$ cat config.mk
export PLATFORM = sky130hd
export DESIGN_NAME = blink_time_command_parser_unit
export DESIGN_NICKNAME = d
export VERILOG_FILES = /design/src/hdl/btcp_pkg.sv /design/src/hdl/btcp_parser.sv /design/src/hdl/btcp_out_stage.sv /design/src/hdl/blink_time_command_parser_unit.sv
export SDC_FILE = /design/constraint.sdc
export NUM_CORES = 1
export LEC_CHECK = 0
export ABC_CLOCK_PERIOD_IN_PS = 4300
export BUFFER_PORTS_ARGS = -buffer_cell sky130_fd_sc_hd__buf_2
export CORE_MARGIN = 2
export CORE_UTILIZATION = 60
export CTS_BUF_LIST = sky130_fd_sc_hd__clkbuf_8
export CTS_CLUSTER_SIZE = 8
export DETAILED_ROUTE_END_ITERATION = 12
export HOLD_SLACK_MARGIN = 0.08
export PLACE_DENSITY_LB_ADDON = 0.12
export RECOVER_POWER = 50
export SYNTH_ARGS = -nofsm -noshare
export SYNTH_HDL_FRONTEND = slang
export SYNTH_SLANG_ARGS = --single-unit
export TNS_END_PERCENT = 30
$ cat constraint.sdc
create_clock -name clk_i -period 4.3 [get_ports clk_i]
set_clock_uncertainty 0.1 [all_clocks]
set_input_delay 0.86 -clock clk_i [delete_from_list [all_inputs] [get_ports clk_i]]
set_output_delay 0.86 -clock clk_i [all_outputs]
set_load 0.01 [all_outputs]
$ cat src/hdl/btcp_pkg.sv
// Package with the shared types, codes and character constants of the blink time command parser.
`timescale 1ns / 1ps

package btcp_pkg;

  localparam int LINE_MAX = 64;
  localparam int LEN_W    = 7;
  localparam int VAL_W    = 24;
  localparam int STAT_W   = 3;
  localparam int PHASE_W  = 3;
  localparam int POS_W    = 3;
  localparam int BYTE_W   = 8;
  localparam int OUT_W    = 80;

  localparam logic [VAL_W-1:0] VALUE_MAX  = 24'hFF_FFFF;
  localparam logic [VAL_W-1:0] TIME_RESET = 24'd250;

  localparam logic [BYTE_W-1:0] CHAR_CR   = 8'h0D;
  localparam logic [BYTE_W-1:0] CHAR_M    = 8'h6D;
  localparam logic [BYTE_W-1:0] CHAR_S    = 8'h73;
  localparam logic [BYTE_W-1:0] CHAR_ZERO = 8'h30;
  localparam logic [BYTE_W-1:0] CHAR_NINE = 8'h39;

  // parser phases
  localparam logic [PHASE_W-1:0] PH_PREFIX  = 3'd0;
  localparam logic [PHASE_W-1:0] PH_DIGITS  = 3'd1;
  localparam logic [PHASE_W-1:0] PH_GOT_M   = 3'd2;
  localparam logic [PHASE_W-1:0] PH_DONE    = 3'd3;
  localparam logic [PHASE_W-1:0] PH_BAD     = 3'd4;
  localparam logic [PHASE_W-1:0] PH_UNKNOWN = 3'd5;
  localparam logic [PHASE_W-1:0] PH_TOOLONG = 3'd6;

  // result status codes
  localparam logic [STAT_W-1:0] ST_ON_SET  = 3'd0;
  localparam logic [STAT_W-1:0] ST_OFF_SET = 3'd1;
  localparam logic [STAT_W-1:0] ST_ON_BAD  = 3'd2;
  localparam logic [STAT_W-1:0] ST_OFF_BAD = 3'd3;
  localparam logic [STAT_W-1:0] ST_UNKNOWN = 3'd4;

  // last prefix character positions and prefix lengths
  localparam logic [POS_W-1:0] ON_LAST  = 3'd5;
  localparam logic [POS_W-1:0] OFF_LAST = 3'd6;
  localparam logic [POS_W-1:0] ON_LEN   = 3'd6;
  localparam logic [POS_W-1:0] OFF_LEN  = 3'd7;

  typedef struct packed {
    logic [VAL_W-1:0]  off_time_ms;
    logic [VAL_W-1:0]  on_time_ms;
    logic [VAL_W-1:0]  parsed_value;
    logic [STAT_W-1:0] status;
  } result_t;

  // "ledon="
  function automatic logic [BYTE_W-1:0] on_char(input logic [POS_W-1:0] p);
    logic [BYTE_W-1:0] c;
    case (p)
      3'd0:    c = 8'h6C;
      3'd1:    c = 8'h65;
      3'd2:    c = 8'h64;
      3'd3:    c = 8'h6F;
      3'd4:    c = 8'h6E;
      3'd5:    c = 8'h3D;
      default: c = 8'h00;
    endcase
    return c;
  endfunction

  // "ledoff="
  function automatic logic [BYTE_W-1:0] off_char(input logic [POS_W-1:0] p);
    logic [BYTE_W-1:0] c;
    case (p)
      3'd0:    c = 8'h6C;
      3'd1:    c = 8'h65;
      3'd2:    c = 8'h64;
      3'd3:    c = 8'h6F;
      3'd4:    c = 8'h66;
      3'd5:    c = 8'h66;
      3'd6:    c = 8'h3D;
      default: c = 8'h00;
    endcase
    return c;
  endfunction

endpackage

$ cat src/hdl/btcp_parser.sv
// Line parser: per-byte state update and status result at each carriage return.
`timescale 1ns / 1ps

module btcp_parser (
  input  logic                          clk_i,
  input  logic                          rst_ni,
  input  logic                          byte_valid_i,
  input  logic [btcp_pkg::BYTE_W-1:0]   byte_i,
  output logic                          res_valid_o,
  output btcp_pkg::result_t             res_o
);
  import btcp_pkg::*;

  logic [PHASE_W-1:0] phase_q, phase_d;
  logic [POS_W-1:0]   pos_q, pos_d;
  logic               kind_q, kind_d;
  logic               on_pos_q, on_pos_d;
  logic               off_pos_q, off_pos_d;
  logic [VAL_W-1:0]   acc_q, acc_d;
  logic [LEN_W-1:0]   len_q, len_d;
  logic [VAL_W-1:0]   on_time_q, on_time_d;
  logic [VAL_W-1:0]   off_time_q, off_time_d;

  logic               on_match, off_match, is_digit;
  logic [VAL_W+3:0]   acc_next;
  logic [BYTE_W-1:0]  digit;

  assign on_match  = on_pos_q && (pos_q < ON_LEN) && (byte_i == on_char(pos_q));
  assign off_match = off_pos_q && (pos_q < OFF_LEN) && (byte_i == off_char(pos_q));
  assign is_digit  = (byte_i >= CHAR_ZERO) && (byte_i <= CHAR_NINE);
  assign digit     = byte_i - CHAR_ZERO;
  // acc * 10 + digit, at most 28 bits
  assign acc_next  = {1'b0, acc_q, 3'b000} + {3'b000, acc_q, 1'b0}
                   + {{(VAL_W+4-BYTE_W){1'b0}}, digit};

  always_comb begin
    phase_d     = phase_q;
    pos_d       = pos_q;
    kind_d      = kind_q;
    on_pos_d    = on_pos_q;
    off_pos_d   = off_pos_q;
    acc_d       = acc_q;
    len_d       = len_q;
    on_time_d   = on_time_q;
    off_time_d  = off_time_q;
    res_valid_o = 1'b0;
    res_o       = '0;

    if (byte_valid_i) begin
      if (byte_i != CHAR_CR) begin
        if (len_q >= LEN_W'(LINE_MAX - 1)) begin
          phase_d = PH_TOOLONG;
        end else begin
          len_d = len_q + 1'b1;
          unique case (phase_q)
            PH_PREFIX: begin
              on_pos_d  = on_match;
              off_pos_d = off_match;
              if (on_match && pos_q == ON_LAST) begin
                kind_d  = 1'b0;
                phase_d = PH_DIGITS;
              end else if (off_match && pos_q == OFF_LAST) begin
                kind_d  = 1'b1;
                phase_d = PH_DIGITS;
              end else if (!on_match && !off_match) begin
                phase_d = PH_UNKNOWN;
              end
              if (pos_q < OFF_LEN) begin
                pos_d = pos_q + 1'b1;
              end
            end
            PH_DIGITS: begin
              if (is_digit) begin
                acc_d = (acc_next > {4'b0000, VALUE_MAX}) ? VALUE_MAX : acc_next[VAL_W-1:0];
              end else if (byte_i == CHAR_M) begin
                phase_d = PH_GOT_M;
              end else begin
                phase_d = PH_BAD;
              end
            end
            PH_GOT_M: begin
              phase_d = (byte_i == CHAR_S) ? PH_DONE : PH_BAD;
            end
            default: begin
            end
          endcase
        end
      end else begin
        res_valid_o = 1'b1;
        if (phase_q == PH_PREFIX || phase_q == PH_UNKNOWN || phase_q == PH_TOOLONG) begin
          res_o.status       = ST_UNKNOWN;
          res_o.parsed_value = '0;
        end else begin
          res_o.parsed_value = acc_q;
          if (phase_q == PH_DONE && acc_q != '0) begin
            if (kind_q) begin
              off_time_d   = acc_q;
              res_o.status = ST_OFF_SET;
            end else begin
              on_time_d    = acc_q;
              res_o.status = ST_ON_SET;
            end
          end else begin
            res_o.status = kind_q ? ST_OFF_BAD : ST_ON_BAD;
          end
        end
        res_o.on_time_ms  = on_time_d;
        res_o.off_time_ms = off_time_d;
        // back to line start
        phase_d   = PH_PREFIX;
        pos_d     = '0;
        kind_d    = 1'b0;
        on_pos_d  = 1'b1;
        off_pos_d = 1'b1;
        acc_d     = '0;
        len_d     = '0;
      end
    end
  end

  always_ff @(posedge clk_i or negedge rst_ni) begin
    if (!rst_ni) begin
      phase_q    <= PH_PREFIX;
      pos_q      <= '0;
      kind_q     <= 1'b0;
      on_pos_q   <= 1'b1;
      off_pos_q  <= 1'b1;
      acc_q      <= '0;
      len_q      <= '0;
      on_time_q  <= TIME_RESET;
      off_time_q <= TIME_RESET;
    end else begin
      phase_q    <= phase_d;
      pos_q      <= pos_d;
      kind_q     <= kind_d;
      on_pos_q   <= on_pos_d;
      off_pos_q  <= off_pos_d;
      acc_q      <= acc_d;
      len_q      <= len_d;
      on_time_q  <= on_time_d;
      off_time_q <= off_time_d;
    end
  end

endmodule

$ cat src/hdl/btcp_out_stage.sv
// Result register on the master side; refills in the cycle it is drained.
`timescale 1ns / 1ps

module btcp_out_stage (
  input  logic                        clk_i,
  input  logic                        rst_ni,
  input  logic                        load_i,
  input  btcp_pkg::result_t           res_i,
  input  logic                        ready_i,
  output logic                        valid_o,
  output logic                        space_o,
  output btcp_pkg::result_t           res_o
);
  import btcp_pkg::*;

  logic    valid_q, valid_d;
  result_t res_q, res_d;

  assign space_o = !valid_q || ready_i;

  always_comb begin
    valid_d = valid_q;
    res_d   = res_q;
    if (load_i) begin
      valid_d = 1'b1;
      res_d   = res_i;
    end else if (ready_i) begin
      valid_d = 1'b0;
    end
  end

  always_ff @(posedge clk_i or negedge rst_ni) begin
    if (!rst_ni) begin
      valid_q <= 1'b0;
    end else begin
      valid_q <= valid_d;
    end
  end

  always_ff @(posedge clk_i) begin
    res_q <= res_d;
  end

  assign valid_o = valid_q;
  assign res_o   = res_q;

endmodule

$ cat src/hdl/blink_time_command_parser_unit.sv
// Top level of the blink time command parser: stream ports, parser and result register.
`timescale 1ns / 1ps

// Takes one received byte per cycle and parses carriage-return-ended lines of the
// form ledon=<n>ms or ledoff=<n>ms. Each carriage return yields one status word
// in the next cycle, carrying the status, the parsed value and both LED times;
// other bytes yield nothing. A byte is taken every cycle unless a status word
// waits unread in the output register while the master side stalls; throughput
// is one byte per cycle, set by the single parse step between the line state
// registers and the output register. Lines of LINE_MAX or more bytes report
// an unknown command. On and off times reset to 250 ms.
module blink_time_command_parser_unit (
  input  logic        clk_i,
  input  logic        rst_ni,
  input  logic        s_axis_tvalid,
  output logic        s_axis_tready,
  input  logic [7:0]  s_axis_tdata,   // [7:0] rx_byte
  output logic        m_axis_tvalid,
  input  logic        m_axis_tready,
  output logic [79:0] m_axis_tdata    // [2:0] status, [26:3] parsed_value,
                                      // [50:27] on_time_ms, [74:51] off_time_ms, rest 0
);
  import btcp_pkg::*;

  logic    s_fire, res_valid, space;
  result_t res, res_out;

  assign s_axis_tready = space;
  assign s_fire        = s_axis_tvalid && space;

  btcp_parser u_parser (
    .clk_i        (clk_i),
    .rst_ni       (rst_ni),
    .byte_valid_i (s_fire),
    .byte_i       (s_axis_tdata),
    .res_valid_o  (res_valid),
    .res_o        (res)
  );

  btcp_out_stage u_out (
    .clk_i   (clk_i),
    .rst_ni  (rst_ni),
    .load_i  (res_valid),
    .res_i   (res),
    .ready_i (m_axis_tready),
    .valid_o (m_axis_tvalid),
    .space_o (space),
    .res_o   (res_out)
  );

  assign m_axis_tdata = {{(OUT_W - $bits(result_t)){1'b0}}, res_out};

  a_times_nonzero: assert property (@(posedge clk_i) disable iff (!rst_ni)
    m_axis_tvalid |-> (res_out.on_time_ms != '0) && (res_out.off_time_ms != '0))
    else $error("LED time of zero reported");

  a_unknown_zero: assert property (@(posedge clk_i) disable iff (!rst_ni)
    (m_axis_tvalid && res_out.status == ST_UNKNOWN) |-> (res_out.parsed_value == '0))
    else $error("unknown command with nonzero value");

  a_set_matches: assert property (@(posedge clk_i) disable iff (!rst_ni)
    (m_axis_tvalid && res_out.status == ST_ON_SET)
      |-> (res_out.parsed_value == res_out.on_time_ms))
    else $error("on time does not match value just set");

  a_no_word_on_char: assert property (@(posedge clk_i) disable iff (!rst_ni)
    (s_fire && s_axis_tdata != CHAR_CR && !m_axis_tvalid) |=> !m_axis_tvalid)
    else $error("status word without carriage return");

endmodule
# Word level (Yosys, flattened, before mapping)
# Index checks and enable logic that the tools add are counted.
[word_totals]
inputBits = 12
latch_bits = 0
n_memories = 0
romBits = 0
reg_bits = 164
ramBits = 0
output_inout_bits = 82
word_cells = 130
[classes]
add_sub_neg = 5
mux = 47
mul = 0
eq_ne = 25
n_bitwise = 2
order_cmp = 6
div = 0
n_reduce_logical = 30
shift = 0
[op_table]
columns = ["cell", "count"]
rows = [
  ["$mux 24", 11],
  ["$pmux 7 s6", 2],
  ["$mux 3", 14],
  ["$add 27x25->28", 1],
  ["$add 28x8->28", 1],
  ["$gt 28x24->1 const B", 1],
  ["$reduce_bool 24->1", 1],
  ["$mux 1", 17],
  ["$eq 8x7->1", 2],
  ["$eq 8x7->1 const B", 2],
  ["$reduce_and 4->1", 4],
  ["$eq 3x3->1 const B", 5],
  ["$mux 7", 2],
  ["$eq 3x2->1 const B", 4],
  ["$logic_and 1x1->1", 10],
  ["$pmux 3 s3", 1],
  ["$ge 8x6->1 const B", 1],
  ["$le 8x6->1 const B", 1],
  ["$ne 2x2->1 const B", 4],
  ["$ne 8x4->1 const B", 1],
  ["$sub 8x6->8 const B", 1],
  ["$add 7x1->7 const B", 1],
  ["$ge 7x6->1 const B", 1],
  ["$eq 3x1->1 const B", 2],
  ["other kinds (16)", 25],
]

# Longest topological paths before layout
[logic_depth]
ltp_word = 13
mapped_depth = 15
ltp_nobuf = 14

# By module
# Synthesis repeated with hierarchy kept, for this count alone.
[unflattened]
cells_unflattened = 789
hier_area_um2 = 8956.1
[modules_own_cells]
columns = ["mod", "n_inst", "area_per_inst_um2", "cells_each"]
rows = [
  ["btcp_parser", 1, 6608.8, 704],
  ["btcp_out_stage", 1, 2299.7, 78],
  ["blink_time_command_parser_unit", 1, 47.5, 7],
]

# Least setup slack after synthesis
# OpenSTA, ideal clock, no wires.
[synth_timing]
path_type = "input to register"
startpoint = "in s_axis_tdata[6]"
endpoint = "reg u_parser.acc_q[23]"
path_slack_ns = 0.436
setup_time_ns = 0.131
cell_stages = 15
arrival_ns = 3.633
required_ns = 4.069
cell_sequence = "buf_2 a21oi_1 xnor2_1 fa_1 inv_1 ha_1 nand2_1 a211oi_2 nor2_1 o311ai_2 o21ai_2 or3_4 a31oi_4 buf_6 a21oi_1"
[synth_between]
elab_chain_cells = 8
[synth_rtl]
columns = ["element", "line", "rtl"]
rows = [
  ["start: declaration", "blink_time_command_parser_unit.sv:17", "input logic [7:0] s_axis_tdata,"],
  ["$sub 8x6->8", "btcp_parser.sv:31", "assign digit = byte_i - CHAR_ZERO;"],
  ["$add 28x8->28", "btcp_parser.sv:34", "+ {{(VAL_W+4-BYTE_W){1'b0}}, digit};"],
  ["$gt 28x24->1", "btcp_parser.sv:74", "acc_d = (acc_next > {4'b0000, VALUE_MAX}) ? VALUE_MAX : acc_next[VAL_W-1:0];"],
  ["$mux 24", "btcp_parser.sv:74", ""],
  ["$mux 24", "btcp_parser.sv:73", "if (is_digit) begin"],
  ["$mux 24", "btcp_parser.sv:55", "unique case (phase_q)"],
  ["$mux 24", "btcp_parser.sv:51", "if (len_q >= LEN_W'(LINE_MAX - 1)) begin"],
  ["$mux 24", "btcp_parser.sv:50", "if (byte_i != CHAR_CR) begin"],
  ["end signal: assignment", "btcp_parser.sv:128", "acc_q <= '0;"],
  ["end signal: assignment", "btcp_parser.sv:138", "acc_q <= acc_d;"],
  ["end: declaration", "btcp_parser.sv:19", "logic [VAL_W-1:0] acc_q, acc_d;"],
]
# Several ways; a longest one is shown, not always the timed one. The select of a mux whose other input is x is not followed.
# A chain may end at the register's enable or synchronous reset.

# Final worst setup path
[layout_timing]
startpoint = "in s_axis_tdata[0]"
endpoint = "reg u_parser.off_time_q[10]"
[layout_between]
elab_chain_cells = 3
[layout_rtl]
columns = ["element", "line", "rtl"]
rows = [
  ["$ne 8x4->1", "btcp_parser.sv:50", ""],
  ["$not 1->1 (no source line)", "-", ""],
  ["$reduce_and 2->1 (no source line)", "-", ""],
  ["end signal: assignment", "btcp_parser.sv:141", "off_time_q <= off_time_d;"],
  ["end: declaration", "btcp_parser.sv:22", "logic [VAL_W-1:0] off_time_q, off_time_d;"],
]
# No other way between the ends.

==> impl_metrics.ini <==
[run_status]
status = finished with violations
violations = max-capacitance violations, max-slew violations

[global_routing]
grt_max_degree = 90
grt_usage_pct = 25.5
grt_overflow = 0
antenna_found_initial = 0
grt_pass1_vias = 6627
grt_first_pass_wirelength_mm = 32.8

[worst_setup_path]
path_class = input port to register
end_kind = register
arrival_ns = 4.16
crit_required_ns = 4.55
path_max_fanout = 24
start_kind = input port

[die]
core-area_sq_um = 15000
die_w_um = 127
start_util_pct = 60.6
die_area_sq_um = 16200
die_y_um = 127
num_io_pins = 94
rows = 45

[power_and_ir_drop]
sw_frac_of_total_pct = 40.9
p_int_mw = 3.05
leakagePower_nw = 4.43
combPwrFrac_pct = 39.2
power.density_nw_per_um2 = 516
ir_drop_mv = 0.330
clkPwrFrac_pct = 20.5
seq_power_share_pct = 40.4
p_switching_mw = 2.11

[clock_network]
htreeDepth = 4
clockRootBuffer = clkbuf_8
cts_tree = built
postCtsSetupBuffers = 0
hold_buffers = 0
clock-sinks = 164
cts-buffers-inserted = 17
clk_latency_ns = 0.46
cts_buffer_depth = 2
ctsResizeCount = 0
cts.clk_slew.worst_paths_ns = 0.09

[yosys]
synth_seq_cells = 164
netlist_area_sq_um = 9110
ys.flop_type = edfxtp_1
async_reset_ff_share_pct = 54.3
synthTopCellsByCount = nor2_1 (92), a21oi_1 (90), dfrtp_1 (75), edfxtp_1 (75), ha_1 (52)
synth-edff-count = 75
yosysWarningCount = 0
synth.top_cells.by_area = edfxtp_1 (25%), dfrtp_1 (21%), ha_1 (7.1%)
syn_inst = 827
yosysSeqAreaShare_pct = 49.4
yosysMostFrequentCell = nor2_1
ys_types = 80
synth_top_cell_area_share_pct = 24.7
synth_top_area_cell = edfxtp_1
synth.avg_cell_area_sq_um = 11.0

[timing]
hold_violations = 0
rsz0062_at_grt = no
tightestPinTransition_ns = 2.20
period_minus_slack_ns = 3.91
max_freq_mhz = 256
drv_slew = 90
finalSetupViolCount = 0
tns_ns = 0
slew_headroom_pct = -46.6
final.period_utilization_pct = 91.0
layout_setup_ws_ns = 0.387

[detailed_routing]
ant_nets = 0
dr.first_iter.drc_count = 450
vias_per_cell = 5.96
drc = 0
via_count = 6676
detail_route.wl_per_cell_um = 17.5
wirelength_mm = 19.6
dr.pass1.iters = 5

[finish]
diodes = 0
final_nets = 989
syn_to_final_growth_pct = 9.98
utilization_pct = 66.6
drive_above_1_share_pct = 14.9
fin_cells = 1120
design_area_sq_um = 10000

[placement]
place_hpwl_mm = 13.9
place_congestion = 0.941
dpl-instance-area_sq_um = 9780
placed_cells = 1088
dp_worst_setup_slack_ns = 0.0226
port_buffers = 88

[min_path]
hold_class = register to register

[job]
drv_cap = 1
==> through the flow <==
step / hold WS (ns) / power (mW)
2_1_floorplan: 0.358 / 3.53
3_3_place_gp: 0.368 / 4.01
3_5_place_dp: 0.385 / 4.10
4_1_cts: 0.404 / 5.16
5_1_grt: 0.422 / 5.53
6_report: 0.407 / 5.17
==> power groups by stage <==
| stage | sequential, mW | clock [mW] | combinational, mW |
|---|---|---|---|
| after floorplan | 1.98 | 0 | 1.55 |
| after global placement | 2.10 | 0 | 1.91 |
| after detailed placement | 2.11 | 0 | 1.99 |
| after CTS | 2.08 | 1.08 | 2.01 |
| after global routing | 2.11 | 1.14 | 2.28 |
| final | 2.09 | 1.06 | 2.02 |
==> metal layers <==
layer	routed length, um	up-vias	track usage, %
met5	0	-	0
met3	916	25	5.61
li1	-	3187	-
met4	302	0	7.89
met1	9060	3282	35.1
met2	9370	182	41.1
==> cell usage in the layout, fill, tap and decap left out, types with 23 or more instances in the layout <==
cell type / n
and3_1: 28
nor2_1: 92
dfrtp_1: 75
ha_1: 52
mux2_2: 49
nand2_1: 34
edfxtp_1: 75
clkbuf_1: 81
o21ai_0: 23
a21oi_1: 90
inv_1: 34
mux2i_1: 41
==> state kept, by name (all words and copies together) (netlist names) <==
| register | flops |
|---|---|
| u_out.valid_o | 1 |
| u_parser.kind_q | 1 |
| u_parser.acc_q | 24 |
| u_parser.off_pos_q | 1 |
| u_parser.off_time_q | 24 |
| u_parser.pos_q | 3 |
| u_parser.phase_q | 3 |
| u_parser.on_pos_q | 1 |
| u_out.res_o | 75 |
| u_parser.on_time_q | 24 |
| u_parser.len_q | 7 |
==> logic make-up (layout without fill, tap and decap cells) <==
logic type / after synthesis / after routing / synth area share (%)
DFF: 164 / 164 / 49.4
other: 1 / 5 / 0.0412
adders and majority gates: 58 / 58 / 8.46
muxes: 91 / 91 / 10.7
AOI/OAI and AO/OA: 175 / 175 / 11.9
buffers and inverters: 76 / 177 / 3.81
and+or+nand+nor: 237 / 237 / 13.3
xor gates and xnor gates: 25 / 25 / 2.40
==> final timing paths <==
path                                        start                       to  slack, ns  depth (start not counted)
hold reg to reg            u_parser.off_time_q[0]   u_parser.off_time_q[0]       0.41                          1
max in group asynchronous                  rst_ni  u_parser.off_time_q[11]       1.87                          1
setup / recovery                  s_axis_tdata[0]  u_parser.off_time_q[10]       0.39                          7
min in group asynchronous                  rst_ni        u_parser.pos_q[2]       0.96                          1
setup reg to reg                u_parser.acc_q[0]        u_parser.acc_q[5]       0.52                         12
hold / removal             u_parser.off_time_q[0]   u_parser.off_time_q[0]       0.41                          1
==> cell type report <==
type	instances	area, sq um
inverters	35	133
clock inverters	14	124
well taps	188	235
multi-input cells	591	4260
fillers	1215	5020
repair buffers	110	519
flip-flops and latches	164	4500
clock buffers	18	248
==> worst max-delay path, cell delays in order <==
cell      delay [ns]
clkbuf_1        0.29
nand4b_1        0.25
nor4b_4         0.28
clkbuf_1        0.36
nand3_1         0.75
nor2_4          0.92
mux2_2          0.43
No activity file was read; power rests on OpenSTA's default activity.
